==> config.mk <==
export PLATFORM = sky130hd
export DESIGN_NAME = ise_ctrl
export DESIGN_NICKNAME = d
export VERILOG_FILES = /design/src/hdl/integer_stack_engine_with_pairs_macros.svh /design/src/hdl/ise_pkg.sv /design/src/hdl/ise_ctrl.sv
export SDC_FILE = /design/constraint.sdc
export NUM_CORES = 1
export LEC_CHECK = 0
export ABC_AREA = 1
export BUFFER_PORTS_ARGS = -buffer_cell sky130_fd_sc_hd__buf_2
export CAP_MARGIN = 20
export CORE_AREA = 4 4 41 43
export CTS_BUF_LIST = sky130_fd_sc_hd__clkbuf_4 sky130_fd_sc_hd__clkbuf_8
export DETAILED_ROUTE_END_ITERATION = 8
export DIE_AREA = 0 0 45 47
export PLACE_DENSITY_LB_ADDON = 0.15
export RECOVER_POWER = 50
export SLEW_MARGIN = 5
export SYNTH_ARGS = -nofsm -noshare
export SYNTH_HDL_FRONTEND = slang
export SYNTH_SLANG_ARGS = --single-unit
==> constraint.sdc <==
create_clock -name clk -period 1.9 [get_ports clk]
set_input_delay 0.095 -clock clk [delete_from_list [all_inputs] [get_ports clk]]
set_output_delay 0.095 -clock clk [all_outputs]
set_load 0.03 [all_outputs]
==> src/hdl/integer_stack_engine_with_pairs_macros.svh <==
// ----------------------------------------------------------------------------
// integer stack engine assertion macros
// concurrent assertion wrappers, compiled out when NO_ASSERTIONS is defined
// ----------------------------------------------------------------------------
`ifndef INTEGER_STACK_ENGINE_WITH_PAIRS_MACROS_SVH
`define INTEGER_STACK_ENGINE_WITH_PAIRS_MACROS_SVH

`ifndef NO_ASSERTIONS

// antecedent implies consequent in the same cycle
`define ISE_ASSERT_HOLDS(label, ante, cons) \
    label: assert property (@(posedge clk) disable iff (!rst_n) (ante) |-> (cons)) \
        else $error("ise assertion failed");

// antecedent implies consequent in the following cycle
`define ISE_ASSERT_NEXT(label, ante, cons) \
    label: assert property (@(posedge clk) disable iff (!rst_n) (ante) |=> (cons)) \
        else $error("ise assertion failed");

`else

`define ISE_ASSERT_HOLDS(label, ante, cons)
`define ISE_ASSERT_NEXT(label, ante, cons)

`endif

`endif

==> src/hdl/ise_pkg.sv <==
// ----------------------------------------------------------------------------
// ise_pkg
// shared types, codes and defaults of the integer stack engine
// ----------------------------------------------------------------------------
package ise_pkg;

    localparam int DEF_STACK_WORDS = 1024;
    localparam int DEF_PAGE_WORDS  = 64;
    localparam int WORD_BITS       = 32;
    localparam int PAIR_BITS       = 2 * WORD_BITS;
    localparam int KIND_W          = 4;
    localparam int POS_W           = 10;
    localparam int COUNT_W         = 11;
    localparam int DEPTH_W         = 11;

    // operation kinds
    localparam logic [KIND_W-1:0] KIND_PUSH  = 4'd0;
    localparam logic [KIND_W-1:0] KIND_POP   = 4'd1;
    localparam logic [KIND_W-1:0] KIND_TOP   = 4'd2;
    localparam logic [KIND_W-1:0] KIND_RESV  = 4'd3;
    localparam logic [KIND_W-1:0] KIND_GET   = 4'd4;
    localparam logic [KIND_W-1:0] KIND_SET   = 4'd5;
    localparam logic [KIND_W-1:0] KIND_PPUSH = 4'd6;
    localparam logic [KIND_W-1:0] KIND_PPOP  = 4'd7;
    localparam logic [KIND_W-1:0] KIND_PTOP  = 4'd8;
    localparam logic [KIND_W-1:0] KIND_PGET  = 4'd9;

    typedef enum logic [1:0] {
        ERR_OK    = 2'd0,
        ERR_UNDER = 2'd1,
        ERR_FULL  = 2'd2,
        ERR_RANGE = 2'd3
    } err_t;

    typedef enum logic [2:0] {
        S_CLEAR,
        S_IDLE,
        S_EXEC,
        S_SECOND,
        S_PAIR2,
        S_RDW,
        S_FILL,
        S_DONE
    } state_t;

    typedef enum logic [2:0] {
        A_TOP,
        A_TOP_M1,
        A_TOP_M2,
        A_POS,
        A_POS_P1,
        A_CLR
    } addr_sel_t;

    typedef enum logic [1:0] {
        W_LO,
        W_HI,
        W_ZERO
    } wsel_t;

    typedef enum logic [1:0] {
        T_HOLD,
        T_INC,
        T_DEC1,
        T_DEC2
    } top_op_t;

    typedef enum logic [1:0] {
        C_NONE,
        C_WORD,
        C_HI,
        C_LO
    } cap_t;

    typedef struct packed {
        logic      in_ready;
        logic      load_item;
        logic      clr_step;
        logic      we;
        addr_sel_t addr_sel;
        wsel_t     wdata_sel;
        top_op_t   top_op;
        cap_t      cap;
        logic      cnt_dec;
        logic      load_err;
        logic      load_out;
    } cmd_t;

    typedef struct packed {
        logic              in_valid;
        logic              clear_last;
        logic [KIND_W-1:0] kind;
        err_t              err;
        logic              pset;
        logic              cnt_zero;
        logic              cnt_one;
        logic              out_busy;
    } stat_t;

endpackage

==> src/hdl/ise_ctrl.sv <==
// ----------------------------------------------------------------------------
// ise_ctrl
// sequencer for clearing, operation steps and result hand-off
// ----------------------------------------------------------------------------
module ise_ctrl
    import ise_pkg::*;
(
    input  logic  clk,
    input  logic  rst_n,
    input  stat_t stat,
    output cmd_t  cmd
);

    state_t state_reg;
    state_t state_next;

    always_ff @(posedge clk or negedge rst_n)
    begin
        if (!rst_n)
        begin
            state_reg <= S_CLEAR;
        end
        else
        begin
            state_reg <= state_next;
        end
    end

    // next state
    always_comb
    begin
        state_next = state_reg;
        case (state_reg)
            S_CLEAR:
            begin
                if (stat.clear_last)
                begin
                    state_next = S_IDLE;
                end
            end
            S_IDLE:
            begin
                if (stat.in_valid)
                begin
                    state_next = S_EXEC;
                end
            end
            S_EXEC:
            begin
                state_next = S_DONE;
                if (stat.err == ERR_OK)
                begin
                    case (stat.kind)
                        KIND_POP, KIND_TOP, KIND_GET: state_next = S_RDW;
                        KIND_RESV:
                        begin
                            if (!stat.cnt_zero)
                            begin
                                state_next = S_FILL;
                            end
                        end
                        KIND_PPUSH:                   state_next = S_SECOND;
                        KIND_PPOP, KIND_PTOP:         state_next = S_PAIR2;
                        KIND_PGET:
                        begin
                            state_next = stat.pset ? S_SECOND : S_PAIR2;
                        end
                        default:                      state_next = S_DONE;
                    endcase
                end
            end
            S_SECOND: state_next = S_DONE;
            S_PAIR2:  state_next = S_RDW;
            S_RDW:    state_next = S_DONE;
            S_FILL:
            begin
                if (stat.cnt_one)
                begin
                    state_next = S_DONE;
                end
            end
            S_DONE:
            begin
                if (!stat.out_busy)
                begin
                    state_next = S_IDLE;
                end
            end
            default: state_next = S_CLEAR;
        endcase
    end

    // outputs
    always_comb
    begin
        cmd.in_ready  = 1'b0;
        cmd.load_item = 1'b0;
        cmd.clr_step  = 1'b0;
        cmd.we        = 1'b0;
        cmd.addr_sel  = A_TOP;
        cmd.wdata_sel = W_LO;
        cmd.top_op    = T_HOLD;
        cmd.cap       = C_NONE;
        cmd.cnt_dec   = 1'b0;
        cmd.load_err  = 1'b0;
        cmd.load_out  = 1'b0;
        case (state_reg)
            S_CLEAR:
            begin
                cmd.clr_step  = 1'b1;
                cmd.we        = 1'b1;
                cmd.addr_sel  = A_CLR;
                cmd.wdata_sel = W_ZERO;
            end
            S_IDLE:
            begin
                cmd.in_ready  = 1'b1;
                cmd.load_item = stat.in_valid;
            end
            S_EXEC:
            begin
                cmd.load_err = 1'b1;
                if (stat.err == ERR_OK)
                begin
                    case (stat.kind)
                        KIND_PUSH:
                        begin
                            cmd.we     = 1'b1;
                            cmd.top_op = T_INC;
                        end
                        KIND_POP, KIND_TOP:   cmd.addr_sel = A_TOP_M1;
                        KIND_GET:             cmd.addr_sel = A_POS;
                        KIND_SET:
                        begin
                            cmd.we       = 1'b1;
                            cmd.addr_sel = A_POS;
                        end
                        KIND_PPUSH:
                        begin
                            cmd.we        = 1'b1;
                            cmd.wdata_sel = W_HI;
                            cmd.top_op    = T_INC;
                        end
                        KIND_PPOP, KIND_PTOP: cmd.addr_sel = A_TOP_M2;
                        KIND_PGET:
                        begin
                            cmd.addr_sel  = A_POS;
                            cmd.we        = stat.pset;
                            cmd.wdata_sel = W_HI;
                        end
                        default: ;
                    endcase
                end
            end
            S_SECOND:
            begin
                // low word of a pair write
                cmd.we = 1'b1;
                if (stat.kind == KIND_PPUSH)
                begin
                    cmd.top_op = T_INC;
                end
                else
                begin
                    cmd.addr_sel = A_POS_P1;
                end
            end
            S_PAIR2:
            begin
                cmd.cap      = C_HI;
                cmd.addr_sel = (stat.kind == KIND_PGET) ? A_POS_P1 : A_TOP_M1;
            end
            S_RDW:
            begin
                case (stat.kind)
                    KIND_POP:
                    begin
                        cmd.cap    = C_WORD;
                        cmd.top_op = T_DEC1;
                    end
                    KIND_TOP, KIND_GET: cmd.cap = C_WORD;
                    KIND_PPOP:
                    begin
                        cmd.cap    = C_LO;
                        cmd.top_op = T_DEC2;
                    end
                    default:            cmd.cap = C_LO;
                endcase
            end
            S_FILL:
            begin
                cmd.we        = 1'b1;
                cmd.wdata_sel = W_ZERO;
                cmd.top_op    = T_INC;
                cmd.cnt_dec   = 1'b1;
            end
            S_DONE:
            begin
                cmd.load_out = !stat.out_busy;
            end
            default: ;
        endcase
    end

endmodule

==> run summary <==
Status -> finished clean
Port Buffers -> 29
GRT overflow -> 0
Post-CTS Resized -> 0
DR iter-0 viols -> 14
Crit path max-delay family -> buffers and inverters
Starting density of the core -> 46.8%
Chip Width -> 45 um
DRC viols -> 0
Share of layout cells above drive strength 1 -> 27.8%
Reg2reg start -> state_reg[0]$_DFFE_PN0P_
First-pass GRT wire length -> 3140 um
Worst min path class -> in -> async
Syn_area_per_cell -> 5.21 um2
Max-cap violation count -> 0
Async set-reset flop share out of synthesis -> 100%
Initial antenna violation count -> 0
Die area -> 2120 um2
Ranking of synthesized cells by area -> nand2_1 21%, nor2_1 15%, dfrtp_1 12%
Crit path capture type -> output port
Max reg flops -> 3
Most frequent cell after synthesis -> nand2_1
Clk slew on worst S/H paths -> 0.04 ns
IO Pins -> 30
CTS Buffer Depth -> 2
R2r worst-path depth -> 8
CP cell instances -> inv_1 -> nor3_4 -> nand2_2 -> inv_1 -> nand2_1 -> o311ai_0 -> buf_2
ANT cells -> 0
Commonest cells in the netlist -> 34 x nand2_1, 25 x nor2_1, 15 x inv_1, 9 x a21oi_1, 7 x nand3_1
Sink Count -> 3
Yosys top cell area share -> 20.9%
Clock Skews -> 0.000524 ns
HPWL after detailed placement -> 1550 um
Peak Freq -> 573 MHz
Synthesis-to-finish area growth -> 31.2%
Largest net degree at the start of global routing -> 8
CP Class -> reg -> out
Crit path top cell by count -> inv_1
Setup TNS -> 0 ns
RSZ-0062 raised after global routing -> false
Final setup viols -> 0
Critical Path Fanout Max -> 7
Relative slew slack -> 75.5%
CP bufs+invs -> 3
Root Driver -> clkbuf_4
Most used flip-flop cell after synthesis -> dfrtp_1
CTS tree -> yes
Synth warn -> 0
Flops & latches, synth -> 3
Chip Height -> 47 um
CP required -> 1.80 ns
VDD IR max -> 869 uV
Slowest cell on the critical path -> dfrtp_1
R2R Path End -> state_reg[1]$_DFFE_PN0P_
Total clock buffers created by CTS -> 3
Post-synth EDFFs -> 0
Core area -> 1300 um2
Yosys cell types -> 20
Leak -> 0.482 nW
Clock insertion delay at the later pin of the skew report -> 0.24 ns
Max incr delay on CP -> 0.47 ns
Post-route ant nets -> 0
Cell area power density -> 1420 nW/um2
R2R Setup Slk -> 0.34 ns
Final net count -> 166
WL/cell -> 11.2 um
Vias per cell -> 5.11
Final Hold Viols -> 0
Vias in the first global route -> 780
Detailed-route via count -> 849
Total Wirelength -> 1850 um
Worst Tran Pin Value -> 0.369 ns
Final core occ -> 61.4%
Final Max Tran Viols -> 0
Number of cells produced by synthesis -> 117
GRT Util Overall -> 20.0%
Yosys top cell by area -> nand2_1
DR pass1 iterations -> 4
Post-layout min period -> 1.75 ns
Crit path arrival time -> 1.65 ns
H-tree depth -> 1
Syn Nets -> 131
Final Cycle Share -> 91.9%
Share of the yosys chip area belonging to registers -> 12.3%
Num rows -> 13
CP startpoint kind -> register
GP Congestion -> 0.966
Syn Std Cell Area -> 609 um2
==> metrics by stage <==
step	worst slack [ns]	instances	area, um2	hold slack, ns	power [mW]
after CTS	0.123	166	813	0.170	1.16
after detailed placement	0.389	161	773	-0.107	1.02
after global routing	0.0266	166	800	0.208	1.24
final	0.155	166	800	0.201	1.14
after global placement	0.428	161	773	-0.107	1.00
after floorplan	0.127	117	609	-0.201	0.806
==> cells in the final DEF (no fill, tap or decap), types with 2 or more instances in the layout <==
| cell | Yosys | layout |
|---|---|---|
| a21oi_1 | 9 | 9 |
| buf_2 | 0 | 22 |
| clkbuf_1 | 0 | 7 |
| clkbuf_4 | 0 | 4 |
| dfrtp_1 | 3 | 3 |
| inv_1 | 15 | 16 |
| inv_2 | 6 | 5 |
| nand2_1 | 34 | 34 |
| nand2_2 | 2 | 2 |
| nand3_1 | 7 | 8 |
| nor2_1 | 25 | 25 |
| nor2_2 | 3 | 3 |
| nor3_4 | 2 | 2 |
| o21ai_0 | 2 | 2 |
==> worst max-delay path by stage <==
stage	from	end	slack (ns)	cells after the start
floorplan	state_reg[1]$_DFFE_PN0P_	cmd[9]	0.13	1
global placement	state_reg[1]$_DFFE_PN0P_	cmd[9]	0.43	7
detailed placement	state_reg[1]$_DFFE_PN0P_	cmd[9]	0.39	7
CTS	state_reg[1]$_DFFE_PN0P_	cmd[9]	0.12	7
global route	state_reg[1]$_DFFE_PN0P_	cmd[9]	0.03	7
finish	state_reg[1]$_DFFE_PN0P_	cmd[9]	0.15	7
==> logic make-up after synthesis <==
group / synth area share [%]
AO/OA/AOI/OAI: 16.0
flip-flops: 12.3
buffers and inverters: 12.9
AND/OR/NAND/NOR: 58.7
==> power by group <==
part | switching [mW] | leakage, nW | internal, mW
Sequential | 0.0711 | 0.0342 | 0.0979
Combinational | 0.593 | 0.430 | 0.244
Clock | 0.0384 | 0.0184 | 0.0933
==> cell type report <==
| class | count | area (um2) |
|---|---|---|
| fill | 142 | 502 |
| clock buffer | 4 | 30.0 |
| sequential | 3 | 75.1 |
| inverter | 21 | 78.8 |
| multi-input combinational | 93 | 450 |
| tap | 15 | 18.8 |
| timing repair buffer | 30 | 146 |
==> layer usage <==
| layer | global-route usage, % | up-vias | wire (um) |
|---|---|---|---|
| met5 | 0 | - | 0 |
| met4 | 9.94 | 0 | 42 |
| met3 | 1.92 | 5 | 103 |
| met2 | 39.5 | 33 | 1030 |
| met1 | 20.7 | 374 | 678 |
| li1 | - | 437 | - |
==> what timing repair did <==
item                                    in CTS  in global routing
setup buffers                                0                  0
endpoints found under the setup margin       0                  0
endpoints found under the hold margin        3                  0
hold buffers                                 1                  0
(Power assumes the default switching activity.)
